==> src/hw/rtl/cth_pkg.sv <==
// shared constants, command type and back-end states of the cluster topology hash
// depends on nothing
`timescale 1ns / 1ps
`default_nettype none

package cth_pkg;

   localparam logic [31:0] MIX_MUL   = 32'h5bd1e995;
   localparam logic [31:0] HASH_SEED = 32'hdeadbeef;
   localparam int          SHIFT_K   = 24;
   localparam int          SHIFT_A   = 13;
   localparam int          SHIFT_B   = 15;

   // byte count of one cluster, up to ceil(255*255/8)
   localparam int CNT_W = 13;
   // pattern bytes kept for the low word of the result
   localparam int LOW_BYTES = 4;

   // command queue between front and back
   localparam int QUEUE_DEPTH = 4;
   localparam int QPTR_W      = $clog2(QUEUE_DEPTH);
   localparam int QCNT_W      = $clog2(QUEUE_DEPTH + 1);

   // one command: bytes to hash plus cluster start / end markers
   typedef struct packed {
      logic             start;
      logic             empty;
      logic             finish;
      logic [1:0]       feed_count;
      logic [23:0]      feed_bytes;
      logic [CNT_W-1:0] byte_total;
      logic [31:0]      low_word;
   } cth_cmd_type;

   typedef enum logic [2:0] {
      BK_IDLE,
      BK_MIX_A,
      BK_MIX_B,
      BK_FIN_T,
      BK_FIN_A,
      BK_EMIT
   } cth_back_state_type;

   // low 32 bits of a times the mix multiplier
   function automatic logic [31:0] mix_mul(input logic [31:0] a);
      return a * MIX_MUL;
   endfunction

endpackage

`default_nettype wire

==> src/hw/rtl/cth_if.sv <==
// valid/ready channels of the cluster topology hash: request and response
// depends on cth_pkg for nothing but kept after it in compile order
`timescale 1ns / 1ps
`default_nettype none

interface cth_req_if;
   logic       valid;
   logic       ready;
   logic       first;
   logic [7:0] row_count;
   logic [7:0] col_count;
   logic [7:0] pattern_byte;

   modport source (output valid, output first, output row_count, output col_count,
                   output pattern_byte, input ready);
   modport sink   (input valid, input first, input row_count, input col_count,
                   input pattern_byte, output ready);
endinterface

interface cth_rsp_if;
   logic        valid;
   logic        ready;
   logic [63:0] topology_hash;
   logic        empty_error;

   modport source (output valid, output topology_hash, output empty_error, input ready);
   modport sink   (input valid, input topology_hash, input empty_error, output ready);
endinterface

`default_nettype wire

==> src/hw/rtl/cth_front.sv <==
// front end: accepts items, tracks the cluster byte count, emits hash commands
// depends on cth_pkg and cth_if
`timescale 1ns / 1ps
`default_nettype none

module cth_front (
   input  wire logic                 clock,
   input  wire logic                 reset,
   cth_req_if.sink                   req_ch,
   input  wire logic                 cmd_full,
   output cth_pkg::cth_cmd_type      cmd_data,
   output logic                      cmd_push
);

   logic [cth_pkg::CNT_W-1:0] taken_ff, taken_in;
   logic [cth_pkg::CNT_W-1:0] expected_ff, expected_in;
   logic [31:0]               low_ff, low_in;

   logic                      accept;
   logic                      active;
   logic [15:0]               area;
   logic [16:0]               area_up;
   logic [cth_pkg::CNT_W-1:0] n_first;
   logic [cth_pkg::CNT_W:0]   stream_pos;

   assign req_ch.ready = !cmd_full;
   assign accept       = req_ch.valid && req_ch.ready;
   assign active       = taken_ff < expected_ff;

   // ceil(rows * cols / 8)
   assign area    = {8'd0, req_ch.row_count} * {8'd0, req_ch.col_count};
   assign area_up = {1'b0, area} + 17'd7;
   assign n_first = area_up[16:3] > 14'd0 ? area_up[15:3] : '0;

   // stream position of this pattern byte behind the two header bytes
   assign stream_pos = {1'b0, taken_ff} + (cth_pkg::CNT_W + 1)'(2);

   always_comb begin
      taken_in    = taken_ff;
      expected_in = expected_ff;
      low_in      = low_ff;
      cmd_data    = '0;
      cmd_push    = 1'b0;
      if (accept) begin
         if (req_ch.first) begin
            cmd_data.start      = 1'b1;
            cmd_data.byte_total = n_first;
            cmd_push            = 1'b1;
            if (n_first == '0) begin
               cmd_data.empty = 1'b1;
               expected_in    = '0;
               taken_in       = '0;
               low_in         = '0;
            end else begin
               // header bytes and first pattern byte, only those below n
               if (n_first >= cth_pkg::CNT_W'(3)) begin
                  cmd_data.feed_count = 2'd3;
                  cmd_data.feed_bytes = {req_ch.pattern_byte, req_ch.col_count,
                                         req_ch.row_count};
               end else if (n_first == cth_pkg::CNT_W'(2)) begin
                  cmd_data.feed_count = 2'd2;
                  cmd_data.feed_bytes = {8'd0, req_ch.col_count, req_ch.row_count};
               end else begin
                  cmd_data.feed_count = 2'd1;
                  cmd_data.feed_bytes = {16'd0, req_ch.row_count};
               end
               low_in            = {req_ch.pattern_byte, 24'd0};
               expected_in       = n_first;
               taken_in          = cth_pkg::CNT_W'(1);
               cmd_data.finish   = n_first == cth_pkg::CNT_W'(1);
               cmd_data.low_word = {req_ch.pattern_byte, 24'd0};
            end
         end else if (active) begin
            if (stream_pos < {1'b0, expected_ff}) begin
               cmd_data.feed_count = 2'd1;
               cmd_data.feed_bytes = {16'd0, req_ch.pattern_byte};
            end
            if (taken_ff < cth_pkg::CNT_W'(cth_pkg::LOW_BYTES)) begin
               case (taken_ff[1:0])
                  2'd0:    low_in = low_ff | {req_ch.pattern_byte, 24'd0};
                  2'd1:    low_in = low_ff | {8'd0, req_ch.pattern_byte, 16'd0};
                  2'd2:    low_in = low_ff | {16'd0, req_ch.pattern_byte, 8'd0};
                  default: low_in = low_ff | {24'd0, req_ch.pattern_byte};
               endcase
            end
            taken_in          = taken_ff + cth_pkg::CNT_W'(1);
            cmd_data.finish   = taken_in == expected_ff;
            cmd_data.low_word = low_in;
            cmd_push          = cmd_data.finish || (cmd_data.feed_count != 2'd0);
         end
      end
   end

   always_ff @(posedge clock) begin
      if (reset) begin
         taken_ff    <= '0;
         expected_ff <= '0;
         low_ff      <= '0;
      end else begin
         taken_ff    <= taken_in;
         expected_ff <= expected_in;
         low_ff      <= low_in;
      end
   end

endmodule

`default_nettype wire

==> src/hw/rtl/cth_queue.sv <==
// short command queue between front and back ends
// depends on cth_pkg
`timescale 1ns / 1ps
`default_nettype none

module cth_queue (
   input  wire logic                 clock,
   input  wire logic                 reset,
   input  wire logic                 push,
   input  wire cth_pkg::cth_cmd_type push_data,
   input  wire logic                 pop,
   output cth_pkg::cth_cmd_type      pop_data,
   output logic                      full,
   output logic                      empty
);

   cth_pkg::cth_cmd_type       mem_ff [cth_pkg::QUEUE_DEPTH];
   logic [cth_pkg::QPTR_W-1:0] wr_ptr_ff, rd_ptr_ff;
   logic [cth_pkg::QCNT_W-1:0] count_ff, count_in;

   assign full     = count_ff == cth_pkg::QCNT_W'(cth_pkg::QUEUE_DEPTH);
   assign empty    = count_ff == '0;
   assign pop_data = mem_ff[rd_ptr_ff];

   always_comb begin
      count_in = count_ff;
      if (push && !pop) begin
         count_in = count_ff + cth_pkg::QCNT_W'(1);
      end else if (pop && !push) begin
         count_in = count_ff - cth_pkg::QCNT_W'(1);
      end
   end

   always_ff @(posedge clock) begin
      if (push) begin
         mem_ff[wr_ptr_ff] <= push_data;
      end
   end

   always_ff @(posedge clock) begin
      if (reset) begin
         wr_ptr_ff <= '0;
         rd_ptr_ff <= '0;
         count_ff  <= '0;
      end else begin
         if (push) begin
            wr_ptr_ff <= wr_ptr_ff + cth_pkg::QPTR_W'(1);
         end
         if (pop) begin
            rd_ptr_ff <= rd_ptr_ff + cth_pkg::QPTR_W'(1);
         end
         count_ff <= count_in;
      end
   end

endmodule

`default_nettype wire

==> src/hw/rtl/cth_back.sv <==
// back end: gathers words, runs the multiply mix and final mix, holds the result
// depends on cth_pkg and cth_if
`timescale 1ns / 1ps
`default_nettype none

module cth_back (
   input  wire logic                 clock,
   input  wire logic                 reset,
   input  wire cth_pkg::cth_cmd_type cmd_data,
   input  wire logic                 cmd_empty,
   output logic                      cmd_pop,
   cth_rsp_if.source                 rsp_ch
);

   cth_pkg::cth_back_state_type state_ff, state_in;

   logic [31:0] hash_ff, hash_in;
   logic [31:0] gather_ff, gather_in;
   logic [1:0]  cnt_ff, cnt_in;
   logic [31:0] word_ff, word_in;
   logic [31:0] k_ff, k_in;
   logic [31:0] hm_ff, hm_in;
   logic        finish_ff, finish_in;
   logic        empty_ff, empty_in;
   logic [31:0] low_ff, low_in;

   logic        out_valid_ff, out_valid_in;
   logic [63:0] out_hash_ff, out_hash_in;
   logic        out_err_ff, out_err_in;

   logic [31:0] h_base, g_base;
   logic [1:0]  c_base;
   logic [55:0] window;
   logic [2:0]  total;
   logic [31:0] mul_x_op, mul_x, mul_y;
   logic [31:0] k_mixed;
   logic        out_free;

   assign rsp_ch.valid         = out_valid_ff;
   assign rsp_ch.topology_hash = out_hash_ff;
   assign rsp_ch.empty_error   = out_err_ff;

   assign out_free = !out_valid_ff || rsp_ch.ready;

   // a cluster start resets the running hash and the gathered word
   assign h_base = cmd_data.start ?
                   ({{(32 - cth_pkg::CNT_W){1'b0}}, cmd_data.byte_total} ^ cth_pkg::HASH_SEED) :
                   hash_ff;
   assign g_base = cmd_data.start ? 32'd0 : gather_ff;
   assign c_base = cmd_data.start ? 2'd0 : cnt_ff;
   assign window = {24'd0, g_base} | ({32'd0, cmd_data.feed_bytes} << {c_base, 3'b000});
   assign total  = {1'b0, c_base} + {1'b0, cmd_data.feed_count};

   assign k_mixed = k_ff ^ (k_ff >> cth_pkg::SHIFT_K);

   // shared multiplier operand, chosen by step
   always_comb begin
      case (state_ff)
         cth_pkg::BK_MIX_A: mul_x_op = word_ff;
         cth_pkg::BK_MIX_B: mul_x_op = k_mixed;
         cth_pkg::BK_FIN_T: mul_x_op = hash_ff ^ gather_ff;
         default:           mul_x_op = hash_ff ^ (hash_ff >> cth_pkg::SHIFT_A);
      endcase
   end

   assign mul_x = cth_pkg::mix_mul(mul_x_op);
   assign mul_y = cth_pkg::mix_mul(hash_ff);

   always_comb begin
      state_in     = state_ff;
      hash_in      = hash_ff;
      gather_in    = gather_ff;
      cnt_in       = cnt_ff;
      word_in      = word_ff;
      k_in         = k_ff;
      hm_in        = hm_ff;
      finish_in    = finish_ff;
      empty_in     = empty_ff;
      low_in       = low_ff;
      out_valid_in = out_valid_ff && !rsp_ch.ready;
      out_hash_in  = out_hash_ff;
      out_err_in   = out_err_ff;
      cmd_pop      = 1'b0;
      case (state_ff)
         cth_pkg::BK_IDLE: begin
            if (!cmd_empty) begin
               cmd_pop   = 1'b1;
               finish_in = cmd_data.finish;
               empty_in  = cmd_data.empty;
               low_in    = cmd_data.low_word;
               hash_in   = h_base;
               if (cmd_data.empty) begin
                  state_in = cth_pkg::BK_EMIT;
               end else if (total >= 3'd4) begin
                  word_in   = window[31:0];
                  gather_in = {8'd0, window[55:32]};
                  cnt_in    = 2'(total - 3'd4);
                  state_in  = cth_pkg::BK_MIX_A;
               end else begin
                  gather_in = window[31:0];
                  cnt_in    = total[1:0];
                  if (cmd_data.finish) begin
                     state_in = (total[1:0] != 2'd0) ? cth_pkg::BK_FIN_T : cth_pkg::BK_FIN_A;
                  end
               end
            end
         end
         cth_pkg::BK_MIX_A: begin
            k_in     = mul_x;
            hm_in    = mul_y;
            state_in = cth_pkg::BK_MIX_B;
         end
         cth_pkg::BK_MIX_B: begin
            hash_in = hm_ff ^ mul_x;
            if (finish_ff) begin
               state_in = (cnt_ff != 2'd0) ? cth_pkg::BK_FIN_T : cth_pkg::BK_FIN_A;
            end else begin
               state_in = cth_pkg::BK_IDLE;
            end
         end
         cth_pkg::BK_FIN_T: begin
            hash_in  = mul_x;
            state_in = cth_pkg::BK_FIN_A;
         end
         cth_pkg::BK_FIN_A: begin
            hash_in  = mul_x;
            state_in = cth_pkg::BK_EMIT;
         end
         cth_pkg::BK_EMIT: begin
            if (out_free) begin
               out_valid_in = 1'b1;
               out_err_in   = empty_ff;
               if (empty_ff) begin
                  out_hash_in = '0;
               end else begin
                  out_hash_in = {hash_ff ^ (hash_ff >> cth_pkg::SHIFT_B), low_ff};
               end
               state_in = cth_pkg::BK_IDLE;
            end
         end
         default: begin
            state_in = cth_pkg::BK_IDLE;
         end
      endcase
   end

   always_ff @(posedge clock) begin
      if (reset) begin
         state_ff     <= cth_pkg::BK_IDLE;
         out_valid_ff <= 1'b0;
      end else begin
         state_ff     <= state_in;
         out_valid_ff <= out_valid_in;
      end
   end

   always_ff @(posedge clock) begin
      hash_ff     <= hash_in;
      gather_ff   <= gather_in;
      cnt_ff      <= cnt_in;
      word_ff     <= word_in;
      k_ff        <= k_in;
      hm_ff       <= hm_in;
      finish_ff   <= finish_in;
      empty_ff    <= empty_in;
      low_ff      <= low_in;
      out_hash_ff <= out_hash_in;
      out_err_ff  <= out_err_in;
   end

endmodule

`default_nettype wire

==> src/hw/rtl/cluster_topology_hash.sv <==
// result path: queue, mix and final-mix steps, EMIT; an empty cluster goes to EMIT
// throughput: items enter at one a cycle while the 4-entry command queue has room;
// the back end drains one command a cycle while idle and leaves idle for its MIX_A
// and MIX_B steps on each finished 4-byte word
// reset: synchronous, active high; clears byte counters, queue pointers, the back-end
// state and the result valid; no clearing pass
`timescale 1ns / 1ps
`default_nettype none

// top level of the cluster topology hash
// depends on cth_pkg, cth_if, cth_front, cth_queue and cth_back
module cluster_topology_hash (
   input  wire logic clock,
   input  wire logic reset,
   cth_req_if.sink   req_ch,
   cth_rsp_if.source rsp_ch
);

   // front to queue
   cth_pkg::cth_cmd_type push_cmd;
   logic                 push;
   logic                 q_full;

   // queue to back
   cth_pkg::cth_cmd_type head_cmd;
   logic                 pop;
   logic                 q_empty;

   // front: counts pattern bytes, picks the bytes that still fall below n,
   // builds the big-endian low word and marks the cluster end
   cth_front u_front (
      .clock    (clock),
      .reset    (reset),
      .req_ch   (req_ch),
      .cmd_full (q_full),
      .cmd_data (push_cmd),
      .cmd_push (push)
   );

   // decoupling queue; a full queue is what stalls the item input
   cth_queue u_queue (
      .clock     (clock),
      .reset     (reset),
      .push      (push),
      .push_data (push_cmd),
      .pop       (pop),
      .pop_data  (head_cmd),
      .full      (q_full),
      .empty     (q_empty)
   );

   // back: little-endian word gather, per-word multiply mix, tail and final mix,
   // then the result register that parts the back end from the response side
   cth_back u_back (
      .clock     (clock),
      .reset     (reset),
      .cmd_data  (head_cmd),
      .cmd_empty (q_empty),
      .cmd_pop   (pop),
      .rsp_ch    (rsp_ch)
   );

endmodule

`default_nettype wire

==> src/flat_wrapper.sv <==
// flat-port wrapper written by rule: the top's interface ports become plain ports
module cluster_topology_hash_flat 
  (clock, reset, req_ch_valid, req_ch_first, req_ch_row_count, req_ch_col_count, req_ch_pattern_byte, req_ch_ready, rsp_ch_valid, rsp_ch_topology_hash, rsp_ch_empty_error, rsp_ch_ready);
  cth_req_if req_ch_i ();
  cth_rsp_if rsp_ch_i ();
  input  wire logic clock;
  input  wire logic reset;
  input wire logic [$bits(req_ch_i.valid)-1:0] req_ch_valid;
  input wire logic [$bits(req_ch_i.first)-1:0] req_ch_first;
  input wire logic [$bits(req_ch_i.row_count)-1:0] req_ch_row_count;
  input wire logic [$bits(req_ch_i.col_count)-1:0] req_ch_col_count;
  input wire logic [$bits(req_ch_i.pattern_byte)-1:0] req_ch_pattern_byte;
  output wire logic [$bits(req_ch_i.ready)-1:0] req_ch_ready;
  output wire logic [$bits(rsp_ch_i.valid)-1:0] rsp_ch_valid;
  output wire logic [$bits(rsp_ch_i.topology_hash)-1:0] rsp_ch_topology_hash;
  output wire logic [$bits(rsp_ch_i.empty_error)-1:0] rsp_ch_empty_error;
  input wire logic [$bits(rsp_ch_i.ready)-1:0] rsp_ch_ready;
  assign req_ch_i.valid = req_ch_valid;
  assign req_ch_i.first = req_ch_first;
  assign req_ch_i.row_count = req_ch_row_count;
  assign req_ch_i.col_count = req_ch_col_count;
  assign req_ch_i.pattern_byte = req_ch_pattern_byte;
  assign req_ch_ready = req_ch_i.ready;
  assign rsp_ch_valid = rsp_ch_i.valid;
  assign rsp_ch_topology_hash = rsp_ch_i.topology_hash;
  assign rsp_ch_empty_error = rsp_ch_i.empty_error;
  assign rsp_ch_i.ready = rsp_ch_ready;
  cluster_topology_hash u_core (.clock(clock), .reset(reset), .req_ch(req_ch_i), .rsp_ch(rsp_ch_i));
endmodule
==> config.mk <==
export PLATFORM = sky130hd
export DESIGN_NAME = cluster_topology_hash_flat
export DESIGN_NICKNAME = d
export VERILOG_FILES = /design/src/hw/rtl/cth_pkg.sv /design/src/hw/rtl/cth_if.sv /design/src/hw/rtl/cth_front.sv /design/src/hw/rtl/cth_queue.sv /design/src/hw/rtl/cth_back.sv /design/src/hw/rtl/cluster_topology_hash.sv /design/src/flat_wrapper.sv
export SDC_FILE = /design/constraint.sdc
export NUM_CORES = 2
export LEC_CHECK = 0
export CAP_MARGIN = 10
export CORE_MARGIN = 1.5
export CORE_UTILIZATION = 59
export CTS_CLUSTER_SIZE = 40
export DETAILED_ROUTE_END_ITERATION = 10
export DONT_BUFFER_PORTS = 1
export GPL_ROUTABILITY_DRIVEN = 0
export PLACE_DENSITY = 0.77
export SKIP_CTS_REPAIR_TIMING = 1
export SYNTH_ARGS = -nofsm -noshare
export SYNTH_HDL_FRONTEND = slang
export SYNTH_HIERARCHICAL = 1
export SYNTH_SLANG_ARGS = --single-unit
export TNS_END_PERCENT = 100
==> constraint.sdc <==
create_clock -name clock -period 8.7 [get_ports clock]
set_input_delay 1.74 -clock clock [delete_from_list [all_inputs] [get_ports clock]]
set_output_delay 1.74 -clock clock [all_outputs]
set_load 0.03 [all_outputs]
# Yosys cells after proc, flatten, opt, wreduce, memory -nomap -nowiden
# Memory sizes are Yosys's and may differ from the RTL's. A register that Yosys moved wholly into a read port is not among the register bits.
# Cells that the tools add are included.
# totals
latchBits	0
ff_bits	330
romBits	0
ramBits	296
input_bits	29
n_memories	1
out_inout_bits	67
# memory_table
name	words	width	rd	rd_ports_with_merged_regs	wr	line	rtl
u_core.u_queue.mem_ff	4	74	1	1	1	cth_queue.sv:17	cth_pkg::cth_cmd_type mem_ff [cth_pkg::QUEUE_DEPTH];
# op_classes
n_mul	3
n_div	0
n_reduce_logical	30
order_cmp	6
eq_ne	15
n_shift	1
muxes	55
n_bitwise	13
n_addsub	9
# op_table
cell	count
$mux W32	9
$pmux W32 S3	3
$mux W26	5
$mux W27	3
$mux W74	1
$mux W13	5
$mul A32 B31 Y32 const B	2
$xor A32 B32 Y32	2
$or A32 B56 Y56	1
$shl A24 B5 Y56	1
$or A32 B16 Y32	1
$or A32 B24 Y32	1
$or A32 B32 Y32	1
$or A32 B8 Y32	1
$xor A32 B17 Y32	1
$xor A32 B19 Y32	1
$xor A32 B8 Y32	1
$mux W3	10
$mux W25	1
$mux W24	1
$not A11 Y24	1
$pmux W3 S6	1
$add A16 B3 Y17 const B	1
$mul A8 B8 Y16	1
38 further kinds	77

# Depth between registers and ports, before layout
# depth
ltp_word	15
mapped_depth	34

# By module
# Netlist, hierarchy kept.
# by_module_without_submodules
module	seq_area_each_um2	cells_each	instances	area_each_um2
cth_back	7917.6	2776	1	29632.2
cth_queue	9068.7	430	1	11109.4
cth_front	1161.1	868	1	6831.6

# Worst setup path before layout
# Ideal clock, no wire load.
# synth_path
kind	register -> register
from	register u_core.u_back.state_ff[0]
to	register u_core.u_back.hash_ff[31], data pin
synth_period_minus_slack_ps	9521
n_path_buf	2
required_time_ps	8560
setup_slack_ps	-821
t_arrival_ps	9380
path_stages_with_launch	31
setup_time_ps	140
path_cell_list	dfxtp_1 buf_4 nor3b_4 clkbuf_1 a221o_1 inv_1 fa_1 inv_1 ha_1 inv_1 fa_1 inv_1 ha_1 fa_1 inv_1 fa_1 inv_1 fa_1 inv_1 fa_1 inv_1 ha_1 and3_1 and2_1 a221oi_1 a21oi_1 a21o_1 a21oi_1 o41a_1 xnor3_1 a2bb2oi_2
# synth_between
elab_chain_cells	5
elab_cells_between_ends	10
classes_between	1 x mul; 4 x eq/ne; 2 x mux; 1 x bitwise; 2 x reduce/logical
# synth_rtl
element	line	rtl
from (decl)	cth_back.sv:15	cth_pkg::cth_back_state_type state_ff, state_in;
from (signal assigned)	cth_back.sv:149	state_ff <= cth_pkg::BK_IDLE;
from (signal assigned)	cth_back.sv:152	state_ff <= state_in;
$eq A3 B2 Y1 / $eq A3 B1 Y1 (equally long branches)	cth_back.sv:58, cth_back.sv:84	
$pmux W32 S3	cth_back.sv:58	case (state_ff)
$mul A32 B31 Y32	cth_pkg.sv:46	return a * MIX_MUL;
$xor A32 B32 Y32	cth_back.sv:114	hash_in = hm_ff ^ mul_x;
$pmux W32 S3 (*)	cth_back.sv:84	case (state_ff)
to (signal assigned)	cth_back.sv:158	hash_ff <= hash_in;
to (decl)	cth_back.sv:17	logic [31:0] hash_ff, hash_in;
# Mark *: on every way between the ends. The rest lies on a longest branch, timed or not.
# A chain may end at the register's enable or synchronous reset.

# Worst setup path in the final report
# layout_path
from	register u_core.u_back.state_ff[2]
to	register u_core.u_back.hash_ff[29], data pin
# layout_between
elab_chain_cells	5
elab_cells_between_ends	10
classes_between	1 x mul; 4 x eq/ne; 2 x mux; 1 x bitwise; 2 x reduce/logical
# layout_rtl
element	line	rtl
$eq A3 B2 Y1 / $eq A3 B1 Y1 (equally long branches)	cth_back.sv:58	
$pmux W32 S3 (*)	cth_back.sv:58	
$mul A32 B31 Y32 (*)	cth_pkg.sv:46	
named net u_core.u_back.mul_x[29]	cth_back.sv:35	logic [31:0] mul_x_op, mul_x, mul_y;
$xor A32 B32 Y32	cth_back.sv:114	
$pmux W32 S3 (*)	cth_back.sv:84	
# The timed path passes the listed nets; every way through them passes the cells marked *.

==> flow_summary_export.csv <==
group,metric,value,unit
run_status,status,"completed",
route,wl_per_cell,22.97,um
route,postRouteAntennaNets,0,
synthesis,synth_fa_ha_area_frac,0.2997,
synthesis,synth-compound-area-share,0.08716,
synthesis,synth_ff_type,"edfxtp_1",
clocking,cts.clk_slew.worst_paths,0.07,ns
place,port_buffers,0,
sta,fin_setup_tns,0,ns
sta,rsz0062_at_grt,"false",
synthesis,syn-num-nets,5003,
final_layout,final_cells,5203,
sta,skew,0.06156,ns
route,firstDrtPassIters,6,
synthesis,syn_area,47570,um2
final_layout,drive_above_1_share,0.08092,
global_routing,antenna_found_initial,0,
sta,slew_violations,0,
synthesis,synth-simple-area-share,0.07648,
setup_path,cp_common_cell,"inv_1",
setup_path,cpPeakStageDelay,0.54,ns
clocking,cts_max_path_buffers,3,
sta,setup_viol,0,
clocking,ctsRootBufferMaster,"clkbuf_16",
clocking,tritoncts,"yes",
final_layout,nNetsFinal,5030,
die,dieWidth,287.0,um
setup_path,slowest_stage,"fa_1",
setup_path,cp.arrival,8.70,ns
sta,period_minus_slack,8.338,ns
hold_path,hold_path.class,"reg2reg",
die,dieArea,82350,um2
synthesis,async_flop_share,0,
die,start_util,0.5993,
setup_path,crit_family,"adder cells",
clocking,numCtsBuffers,60,
synthesis,post_synth.cell_area_avg,11.68,um2
synthesis,synth_top_family_by_area,"adder cells",
final_layout,fillers,5885,
sta,clock.fmax,119.9,MHz
final_layout,multi_input_area,25900,um2
setup_path,crit_fanout,20,
setup_path,crit_type,"reg2reg",
sta,hold_viol,0,
clocking,clock_latency,0.68,ns
synthesis,ys_ff_latch,628,
clocking,cts_sinks,628,
synthesis,synth-edff-count,557,
die,die_height,287.0,um
synthesis,synth_mux_area_frac,0.03966,
setup_path,cp.required,9.06,ns
synthesis,yosysSeqAreaShare,0.3815,
job,maxCapViolCount,0,
setup_path,path_buf_inv,10,
sta,relSlewSlack,0.1739,
global_routing,grt_max_degree,75,
route,routed_wl,119.5,mm
final_layout,syn_to_final_growth,7.730,%
die,pin_count,96,
synthesis,synth_cells,4074,
global_routing,grt_pass1_vias,31740,
route,drt_iter0_markers,3233,
global_routing,grt_use_total,0.2946,
route,vias,31190,
sta,worst_pin_slew,1.229,ns
global_routing,grt_first_pass_wirelength,184.4,mm
final_layout,ff_latch_area,18150,um2
route,drc,0,
final_layout,final_util,0.6456,
clocking,h-tree-depth,2,
sta,period_share,0.9584,
synthesis,ys_types,98,
place,dp_hpwl,88.96,mm
global_routing,gr-total-overflow,0,
die,core-area,79390,um2
place,dp.cells,5084,
setup_path,startpoint_type,"flop",
setup_path,endpoint_kind,"flop",
synthesis,synthXorXnorAreaFrac,0.03979,
synthesis,yosysWarnings,6,
route,vias_per_cell,5.994,
die,rows,103,
-- stage by stage --
stage / hold WS (ns) / instance area [um2] / worst slack [ns]
after detailed placement: 0.4794 / 49040 / 0.1910
after floorplan: 0.4244 / 47570 / 0.2114
after global routing: 0.5321 / 51250 / 0.02949
after global placement: 0.4689 / 49040 / 0.4445
after CTS: 0.4941 / 51200 / 0.1883
final: 0.4903 / 51250 / 0.3615
-- placed cells by master, fill, tap and decap left out, types with 36 or more instances in the layout --
cell type,n
o21ai_0,113
inv_1,783
xnor2_1,159
nand2b_1,36
a22oi_1,36
buf_4,98
xor2_1,52
ha_1,501
mux4_2,74
a21oi_1,187
a21o_1,36
edfxtp_1,557
dfxtp_1,69
and2_1,73
fa_1,399
clkbuf_16,60
nor2_1,168
nand2_1,177
nor2b_1,97
-- path summary, 6_finish.rpt --
kind / startpoint / cells after the start / slack (ns) / to
worst max-delay path: u_core/u_back/state_ff[2]$_SDFFE_PP0P_ / 30 / 0.36 / u_core/u_back/hash_ff[29]$_SDFFCE_PP0P_
worst min-delay path: u_core/u_front/low_ff[17]$_SDFFE_PP0P_ / 2 / 0.49 / u_core/u_front/low_ff[17]$_SDFFE_PP0P_
worst max register to register: u_core/u_back/state_ff[2]$_SDFFE_PP0P_ / 30 / 0.36 / u_core/u_back/hash_ff[29]$_SDFFCE_PP0P_
worst min register to register: u_core/u_front/low_ff[17]$_SDFFE_PP0P_ / 2 / 0.49 / u_core/u_front/low_ff[17]$_SDFFE_PP0P_
-- state kept, by name, indices dropped and copies added (netlist names), 2 cells and up, named ones only --
signal / flops
u_core/u_back/word_ff: 32
u_core/u_queue/count_ff: 3
u_core/u_front/low_ff: 32
u_core/u_back/hash_ff: 32
u_core/u_queue/wr_ptr_ff: 2
u_core/u_front/expected_ff: 13
u_core/u_back/hm_ff: 32
u_core/u_back/rsp_ch.topology_hash: 64
u_core/u_queue/mem_ff: 296
u_core/u_back/gather_ff: 32
u_core/u_back/cnt_ff: 2
u_core/u_back/k_ff: 32
u_core/u_back/state_ff: 3
u_core/u_front/taken_ff: 13
u_core/u_back/low_ff: 32
u_core/u_queue/rd_ptr_ff: 2
-- cell type report --
class,instances,share of cell area
Antenna cell,1,0.00004883
Clock buffer,71,0.03127
Clock inverter,42,0.01096
Inverter,784,0.05742
Multi-Input combinational cell,2527,0.5055
Sequential cell,628,0.3542
Tap cell,1050,0.02563
Timing Repair Buffer,100,0.01497
-- metal layers --
layer / global-route usage / vias to the layer above / part of all wire
li1: - / 13910 / -
met1: 0.3940 / 15520 / 0.39
met2: 0.4889 / 1480 / 0.48
met3: 0.04635 / 278 / 0.089
met4: 0.1071 / 0 / 0.043
met5: 0 / - / 0
-- worst min-delay path: cells and delay by family (launching register included) --
kind | cells | cell delay, ns
flip-flops | 1 | 0.33
AND/OR/NAND/NOR | 1 | 0.07
AO/OA/AOI/OAI | 1 | 0.06
-- synthesized netlist by cell type, drive strengths merged (23+ instances only) --
master / n / area (um2)
clkbuf: 90 / 339.1
nor2b: 98 / 620.6
nor3: 23 / 120.1
nor2: 171 / 644.4
fa: 399 / 7988
xor2: 52 / 455.4
nand2b: 37 / 234.0
mux4: 74 / 1667
a21oi: 188 / 940.9
ha: 501 / 6269
inv: 783 / 2939
dfxtp: 71 / 1421
nand2: 177 / 664.4
edfxtp: 557 / 16730
a22oi: 49 / 432.9
buf: 45 / 322.8
o21ai: 128 / 644.4
and2: 81 / 513.0
xnor2: 159 / 1393
a21o: 36 / 270.3
-- cell families (layout without fill, tap and decap cells) --
| group | Yosys count | in the layout |
|---|---|---|
| other | 0 | 1 |
| AND/OR/NAND/NOR | 703 | 703 |
| AO/OA/AOI/OAI | 615 | 615 |
| buffers and inverters | 919 | 997 |
| flip-flops | 628 | 628 |
| XOR/XNOR | 213 | 213 |
| adder cells (fa/ha/maj) | 900 | 900 |
| multiplexers | 96 | 96 |
Power is not shown: default switching activity piles up to over one toggle a cycle in this logic, so the estimate is an artifact.
